==> src/rtl/core/cpi_sqrt.sv <==
// Pipelined bit-by-bit integer square root, one result bit per register stage.
module cpi_sqrt #(
  parameter int W  = 64,
  parameter int SW = 1
) (
  input  logic             clk,
  input  logic             rst,
  input  logic             en,
  input  logic             in_valid,
  input  logic [W-1:0]     in_rad,
  input  logic [SW-1:0]    in_side,
  output logic             out_valid,
  output logic [W/2-1:0]   out_root,
  output logic [SW-1:0]    out_side
);

  localparam int N = W / 2;

  logic          val_q  [1:N];
  logic [W-1:0]  v_q    [1:N];
  logic [W-1:0]  r_q    [1:N];
  logic [SW-1:0] side_q [1:N];

  for (genvar i = 0; i < N; i++) begin : g_stage
    localparam logic [W:0] Bit = {{W{1'b0}}, 1'b1} << (W - 2 - 2 * i);
    logic          cur_val;
    logic [W-1:0]  cur_v;
    logic [W-1:0]  cur_r;
    logic [SW-1:0] cur_side;
    logic [W:0]    trial;
    logic          take;

    if (i == 0) begin : g_first
      assign cur_val  = in_valid;
      assign cur_v    = in_rad;
      assign cur_r    = '0;
      assign cur_side = in_side;
    end else begin : g_next
      assign cur_val  = val_q[i];
      assign cur_v    = v_q[i];
      assign cur_r    = r_q[i];
      assign cur_side = side_q[i];
    end

    assign trial = {1'b0, cur_r} + Bit;
    assign take  = {1'b0, cur_v} >= trial;

    always_ff @(posedge clk) begin
      if (rst) begin
        val_q[i+1] <= 1'b0;
      end else if (en) begin
        val_q[i+1] <= cur_val;
      end
    end

    always_ff @(posedge clk) begin
      if (en) begin
        v_q[i+1]    <= take ? cur_v - trial[W-1:0] : cur_v;
        r_q[i+1]    <= take ? (cur_r >> 1) + Bit[W-1:0] : cur_r >> 1;
        side_q[i+1] <= cur_side;
      end
    end
  end

  assign out_valid = val_q[N];
  assign out_root  = r_q[N][N-1:0];
  assign out_side  = side_q[N];

endmodule

==> config.mk <==
export PLATFORM = sky130hd
export DESIGN_NAME = cpi_sqrt
export DESIGN_NICKNAME = d
export VERILOG_FILES = /design/src/rtl/core/cpi_sqrt.sv
export SDC_FILE = /design/constraint.sdc
export NUM_CORES = 2
export LEC_CHECK = 0
export BUFFER_PORTS_ARGS = -buffer_cell sky130_fd_sc_hd__buf_2
export CAP_MARGIN = 20
export CORE_UTILIZATION = 45
export DETAILED_ROUTE_END_ITERATION = 8
export GPL_TIMING_DRIVEN = 0
export PLACE_DENSITY = 0.74
export SYNTH_ARGS = -nofsm -noshare
export SYNTH_HDL_FRONTEND = slang
export SYNTH_MEMORY_MAX_BITS = 65536
export SYNTH_SLANG_ARGS = --single-unit
==> constraint.sdc <==
create_clock -name clk -period 3.5 [get_ports clk]
set_input_delay 0.7 -clock clk [delete_from_list [all_inputs] [get_ports clk]]
set_output_delay 0.7 -clock clk [all_outputs]
set_load 0.01 [all_outputs]
==> flow_summary.html <==
<table>
<tr><th>Metric</th><th>Value</th></tr>
<tr><th colspan="2">GRT</th></tr>
<tr><td>Maximum number of pins on one net before global-route repair</td><td>about 180</td></tr>
<tr><td>Aggregate global-route resource usage</td><td>22.3%</td></tr>
<tr><td>Number of antenna violations at the first check in global routing</td><td>15</td></tr>
<tr><td>Total overflow reported by the global router</td><td>0</td></tr>
<tr><td>First-pass GRT wire length</td><td>around 480000 um</td></tr>
<tr><td>Vias in the first global route</td><td>around 80000</td></tr>
<tr><th colspan="2">Timing</th></tr>
<tr><td>Pins Over Slew Limit</td><td>0</td></tr>
<tr><td>Slew Limit Headroom</td><td>between 20% and 30%</td></tr>
<tr><td>Final cycle utilization of the critical path</td><td>109%</td></tr>
<tr><td>Actual slew at the worst max-slew pin</td><td>~1100 ps</td></tr>
<tr><td>Post-route clock skew</td><td>between 80 and 90 ps</td></tr>
<tr><td>Final hold slack</td><td>154 ps</td></tr>
<tr><td>Sum Neg Setup Slack</td><td>-11640 ps</td></tr>
<tr><td>Shortest period the worst path allows</td><td>roughly 3800 ps</td></tr>
<tr><td>Peak Freq</td><td>about 260 MHz</td></tr>
<tr><td>Count of final setup violators</td><td>60</td></tr>
<tr><td>RSZ-0062 raised after global routing</td><td>yes</td></tr>
<tr><td>Worst Setup Slack, final</td><td>-310 ps</td></tr>
<tr><td>Number of endpoints with negative hold slack in the final report</td><td>0</td></tr>
<tr><th colspan="2">Synth</th></tr>
<tr><td>Mean instance size in the synthesized netlist</td><td>around 13 um^2</td></tr>
<tr><td>Total nets after synthesis</td><td>just over 10000</td></tr>
<tr><td>List of most frequent post-synthesis cells</td><td>2576 x sky130_fd_sc_hd__edfxtp_1, 673 x sky130_fd_sc_hd__inv_1, 615 x sky130_fd_sc_hd__nor2_1</td></tr>
<tr><td>Leading cell type by number of instances after synthesis</td><td>sky130_fd_sc_hd__edfxtp_1</td></tr>
<tr><td>Cell types occupying the most area after synthesis</td><td>sky130_fd_sc_hd__edfxtp_1 63%, sky130_fd_sc_hd__ha_1 5.7%, sky130_fd_sc_hd__xor2_1 3.1%</td></tr>
<tr><td>Distinct cells, synth</td><td>87</td></tr>
<tr><td>Top flip-flop cell by instance count after synthesis</td><td>sky130_fd_sc_hd__edfxtp_1</td></tr>
<tr><td>Flop and latch count out of synthesis</td><td>roughly 2600</td></tr>
<tr><td>Post-synthesis cell count</td><td>between 9000 and 10000</td></tr>
<tr><td>Synth warn</td><td>0</td></tr>
<tr><td>Sequential area share after synthesis</td><td>around 63%</td></tr>
<tr><td>Share of synthesized registers carrying an async set or reset</td><td>0%</td></tr>
<tr><td>Number of synthesized flops with an enable pin</td><td>between 2000 and 3000</td></tr>
<tr><td>Fraction of post-synthesis cell area in the top cell type by area</td><td>62.9%</td></tr>
<tr><td>Cell taking the most area after synthesis</td><td>sky130_fd_sc_hd__edfxtp_1</td></tr>
<tr><td>Cell area after synthesis</td><td>~120000 um^2</td></tr>
<tr><th colspan="2">Power and ir drop</th></tr>
<tr><td>Switching power summed over all nets</td><td>roughly 29000 uW</td></tr>
<tr><td>Fraction of power spent switching nets</td><td>between 30% and 40%</td></tr>
<tr><td>Logic gate share of total power</td><td>23.3%</td></tr>
<tr><td>Leakage Power</td><td>approximately 0.054 uW</td></tr>
<tr><td>Sequential power share</td><td>a little under half</td></tr>
<tr><td>Clock network power share</td><td>a little under a third</td></tr>
<tr><td>Maximum ir drop on the vdd rail</td><td>around 390 uV</td></tr>
<tr><td>P per Cell Area</td><td>approximately 650 nW/um^2</td></tr>
<tr><td>Cell internal pwr</td><td>about 65000 uW</td></tr>
<tr><th colspan="2">Cells and area</th></tr>
<tr><td>Filler instances</td><td>22000</td></tr>
<tr><td>Fraction of layout cells with a size suffix above 1</td><td>14.0%</td></tr>
<tr><td>Area Overhead vs Synth</td><td>17.0%</td></tr>
<tr><td>Fin nets</td><td>around 11000</td></tr>
<tr><td>Layout Utilization</td><td>53.0%</td></tr>
<tr><td>Final instance area</td><td>between 100000 and 150000 um^2</td></tr>
<tr><th colspan="2">Setup path</th></tr>
<tr><td>Buf/Inv on CP</td><td>2</td></tr>
<tr><td>Element type at the critical path start</td><td>flop</td></tr>
<tr><td>Type of the setup path with the least slack</td><td>flop to flop</td></tr>
<tr><td>Critical Path End Type</td><td>flop</td></tr>
<tr><td>Max FO, Critical Path</td><td>6</td></tr>
<tr><td>Reg2Reg Setup Slack</td><td>-310 ps</td></tr>
<tr><td>Worst path required time</td><td>4110 ps</td></tr>
<tr><td>CP peak stage delay</td><td>560 ps</td></tr>
<tr><td>CP max-delay cell</td><td>sky130_fd_sc_hd__or4_4</td></tr>
<tr><td>Worst r2r src</td><td>v_q[0][1654]$_DFFE_PP_</td></tr>
<tr><td>Cell Chain, Critical Path</td><td>or4_4 -&gt; or2_1 -&gt; or3_1 -&gt; or2_1 -&gt; or3_4 -&gt; or4_4 -&gt; a31oi_4 -&gt; buf_6 -&gt; buf_6 -&gt; nor4b_1 -&gt; xor2_1</td></tr>
<tr><td>Arrival @ worst endpoint</td><td>4420 ps</td></tr>
<tr><td>Cell family with most CP delay</td><td>simple AND/OR/NAND/NOR gates</td></tr>
<tr><td>Crit Reg-Reg Endpoint</td><td>v_q[0][1725]$_DFFE_PP_</td></tr>
<tr><td>R2R depth</td><td>11</td></tr>
<tr><th colspan="2">Placed design</th></tr>
<tr><td>Count of input and output buffers</td><td>~100</td></tr>
<tr><td>Instance area at placement</td><td>128000 um^2</td></tr>
<tr><td>Post-DP HPWL</td><td>231000 um</td></tr>
<tr><td>Dpl ws</td><td>-2540 ps</td></tr>
<tr><td>GP Congestion</td><td>approximately 0.95</td></tr>
<tr><th colspan="2">Die</th></tr>
<tr><td>Area of the die</td><td>between 200000 and 300000 um^2</td></tr>
<tr><td>Top-level port count</td><td>103</td></tr>
<tr><td>Width of the die</td><td>525 um</td></tr>
<tr><td>Floorplan die height</td><td>roughly 520 um</td></tr>
<tr><td>Initial core utilization</td><td>about 45%</td></tr>
<tr><td>Number of placement rows</td><td>approximately 190</td></tr>
<tr><td>Core box area</td><td>roughly 270000 um^2</td></tr>
<tr><th colspan="2">Clocking</th></tr>
<tr><td>Clock tree root driver cell</td><td>sky130_fd_sc_hd__clkbuf_16</td></tr>
<tr><td>H-tree lvl count</td><td>5</td></tr>
<tr><td>TritonCTS buffer count</td><td>275</td></tr>
<tr><td>Clock net sink count</td><td>around 2600</td></tr>
<tr><td>Clock-pin slew on the worst setup and hold paths</td><td>around 60 ps</td></tr>
<tr><td>CTS tree</td><td>yes</td></tr>
<tr><td>Worst-case clock buffer depth</td><td>4</td></tr>
<tr><td>Clock latency at the later pin of the worst-skew pair</td><td>930 ps</td></tr>
<tr><th colspan="2">Routing</th></tr>
<tr><td>Vias after detailed routing</td><td>roughly 80000</td></tr>
<tr><td>Routed WL</td><td>about 320000 um</td></tr>
<tr><td>Detail-routed via count per cell</td><td>5.80</td></tr>
<tr><td>First DRT Iteration DRCs</td><td>a little under 8000</td></tr>
<tr><td>Number of detailed-route iterations in the first pass</td><td>6</td></tr>
<tr><td># DRC</td><td>0</td></tr>
<tr><td>WL per Instance</td><td>22.6 um</td></tr>
<tr><td>Remaining number of nets flagged by the antenna check after routing</td><td>0</td></tr>
<tr><th colspan="2">Run status</th></tr>
<tr><td>Status</td><td>finished with violations</td></tr>
<tr><td>Violations in the final reports</td><td>setup timing</td></tr>
<tr><th colspan="2">Job</th></tr>
<tr><td># Max-Cap Violations</td><td>0</td></tr>
<tr><th colspan="2">Min path</th></tr>
<tr><td>Class of the most critical hold timing path</td><td>primary input to flop</td></tr>
<tr><td>Startpoint of the worst hold path</td><td>in_valid</td></tr>
<tr><td>Worst hold path stage count</td><td>2</td></tr>
<tr><td>End point of the worst hold path</td><td>val_q[1]$_DFFE_PP_</td></tr>
</table>
## repair_timing
action | CTS | global route
pin swaps | 82 | 146
hold endpoints to repair | 63 | 0
gates resized for setup | 522 | 421
cloned | 13 | 2
hold buffers | 63 | 0
setup buffers | 94 | 122
setup endpoints to repair | 1673 | 1100
## worst register-to-register path: cells and delay by family (launching register included)
family,cells,cell delay [ps]
buf+inv,2,350
flops,1,430
xor+xnor,1,180
compound gates,1,240
simple gates,7,2370
## layer usage
layer  up-vias  part of all wire (%)  global-route usage, %
met1     40200                    43                   30.5
met2      3237                    47                   36.3
li1      37900                     -                      -
met3       644                   7.3                   3.69
met4         4                   3.2                   7.13
met5         -                0.0072                      0
## cell type report
| cell class | count | area, um^2 | share of cell area, % |
|---|---|---|---|
| antenna | 6 | 15.0 | 0.0104 |
| buffer | 155 | 1020 | 0.706 |
| clock buffer | 321 | 7100 | 4.93 |
| clock inverter | 166 | 1950 | 1.36 |
| inverter | 680 | 2580 | 1.80 |
| multi-input combinational | 6264 | 45600 | 31.7 |
| sequential | 2576 | 77400 | 53.8 |
| tap | 3570 | 4470 | 3.10 |
| timing repair buffer | 412 | 3750 | 2.61 |
## per-stage QoR
step,power [uW],cells
after global placement,61400,13400
after CTS,92300,14000
after floorplan,55100,9725
final,93400,14200
after detailed placement,61800,13400
after global routing,97400,14200
## power groups by stage
stage                     Combinational [uW]  Clock (uW)  Sequential [uW]
after floorplan                        13800           0            41300
after global placement                 17000           0            44300
after detailed placement               18800           0            43000
after CTS                              20200       29800            42400
after global routing                   23700       30900            42800
final                                  21800       29200            42400
## worst max path at each step
| stage | from | endpoint | slack [ps] | cells past startpoint |
|---|---|---|---|---|
| 2_1_floorplan | v_q[0][1642]$_DFFE_PP_ | v_q[0][1705]$_DFFE_PP_ | 4 | 11 |
| 3_3_place_gp | en | val_q[16]$_DFFE_PP_ | -38230 | 2 |
| 3_5_place_dp | en | v_q[0][2009]$_DFFE_PP_ | -2540 | 7 |
| 4_1_cts | v_q[0][1657]$_DFFE_PP_ | v_q[0][1701]$_DFFE_PP_ | -200 | 12 |
| 5_1_grt | v_q[0][1654]$_DFFE_PP_ | v_q[0][1725]$_DFFE_PP_ | -340 | 11 |
| 6_report | v_q[0][1654]$_DFFE_PP_ | v_q[0][1725]$_DFFE_PP_ | -310 | 11 |
## flip-flops by register name (all words and copies together), names as in the netlist
signal and flops:
r_q 528, v_q 1984, side_q 32, val_q 32
## cell families (layout without fill, tap and decap cells)
group | Yosys count | count (layout) | synth area share (%)
buffers and inverters | 885 | 1734 | 2.73
muxes | 90 | 90 | 0.808
AOI/OAI and AO/OA | 1828 | 1828 | 9.28
other | 0 | 6 | 0
xor gates and xnor gates | 868 | 868 | 6.18
and+or+nand+nor | 2920 | 2920 | 12.4
DFF | 2576 | 2576 | 62.9
adders and majority gates | 558 | 558 | 5.68
## layout by cell type (no fill, tap or decap), types with 46 or more instances in the layout
master | netlist | routed
sky130_fd_sc_hd__nor2b_1 | 82 | 79
sky130_fd_sc_hd__nand4_1 | 168 | 168
sky130_fd_sc_hd__ha_1 | 558 | 504
sky130_fd_sc_hd__clkbuf_1 | 170 | 96
sky130_fd_sc_hd__mux2_2 | 74 | 74
sky130_fd_sc_hd__dlygate4sd3_1 | 0 | 63
sky130_fd_sc_hd__edfxtp_1 | 2576 | 2576
sky130_fd_sc_hd__xnor2_1 | 429 | 420
sky130_fd_sc_hd__or4_1 | 77 | 56
sky130_fd_sc_hd__xor2_1 | 439 | 438
sky130_fd_sc_hd__nand2b_1 | 108 | 106
sky130_fd_sc_hd__nand2_1 | 576 | 546
sky130_fd_sc_hd__o21ai_0 | 432 | 382
sky130_fd_sc_hd__clkbuf_16 | 0 | 281
sky130_fd_sc_hd__or3_1 | 118 | 99
sky130_fd_sc_hd__a21oi_1 | 581 | 549
sky130_fd_sc_hd__nor2_1 | 615 | 591
sky130_fd_sc_hd__buf_4 | 4 | 205
sky130_fd_sc_hd__inv_1 | 673 | 666
sky130_fd_sc_hd__nor3_1 | 283 | 250
sky130_fd_sc_hd__a21o_1 | 256 | 255
sky130_fd_sc_hd__o21a_1 | 95 | 94
sky130_fd_sc_hd__clkinv_1 | 3 | 46
sky130_fd_sc_hd__and2_1 | 78 | 76
sky130_fd_sc_hd__nor4_1 | 374 | 306
sky130_fd_sc_hd__nand3_1 | 167 | 157
sky130_fd_sc_hd__buf_2 | 9 | 112
(Power assumes the default switching activity.)
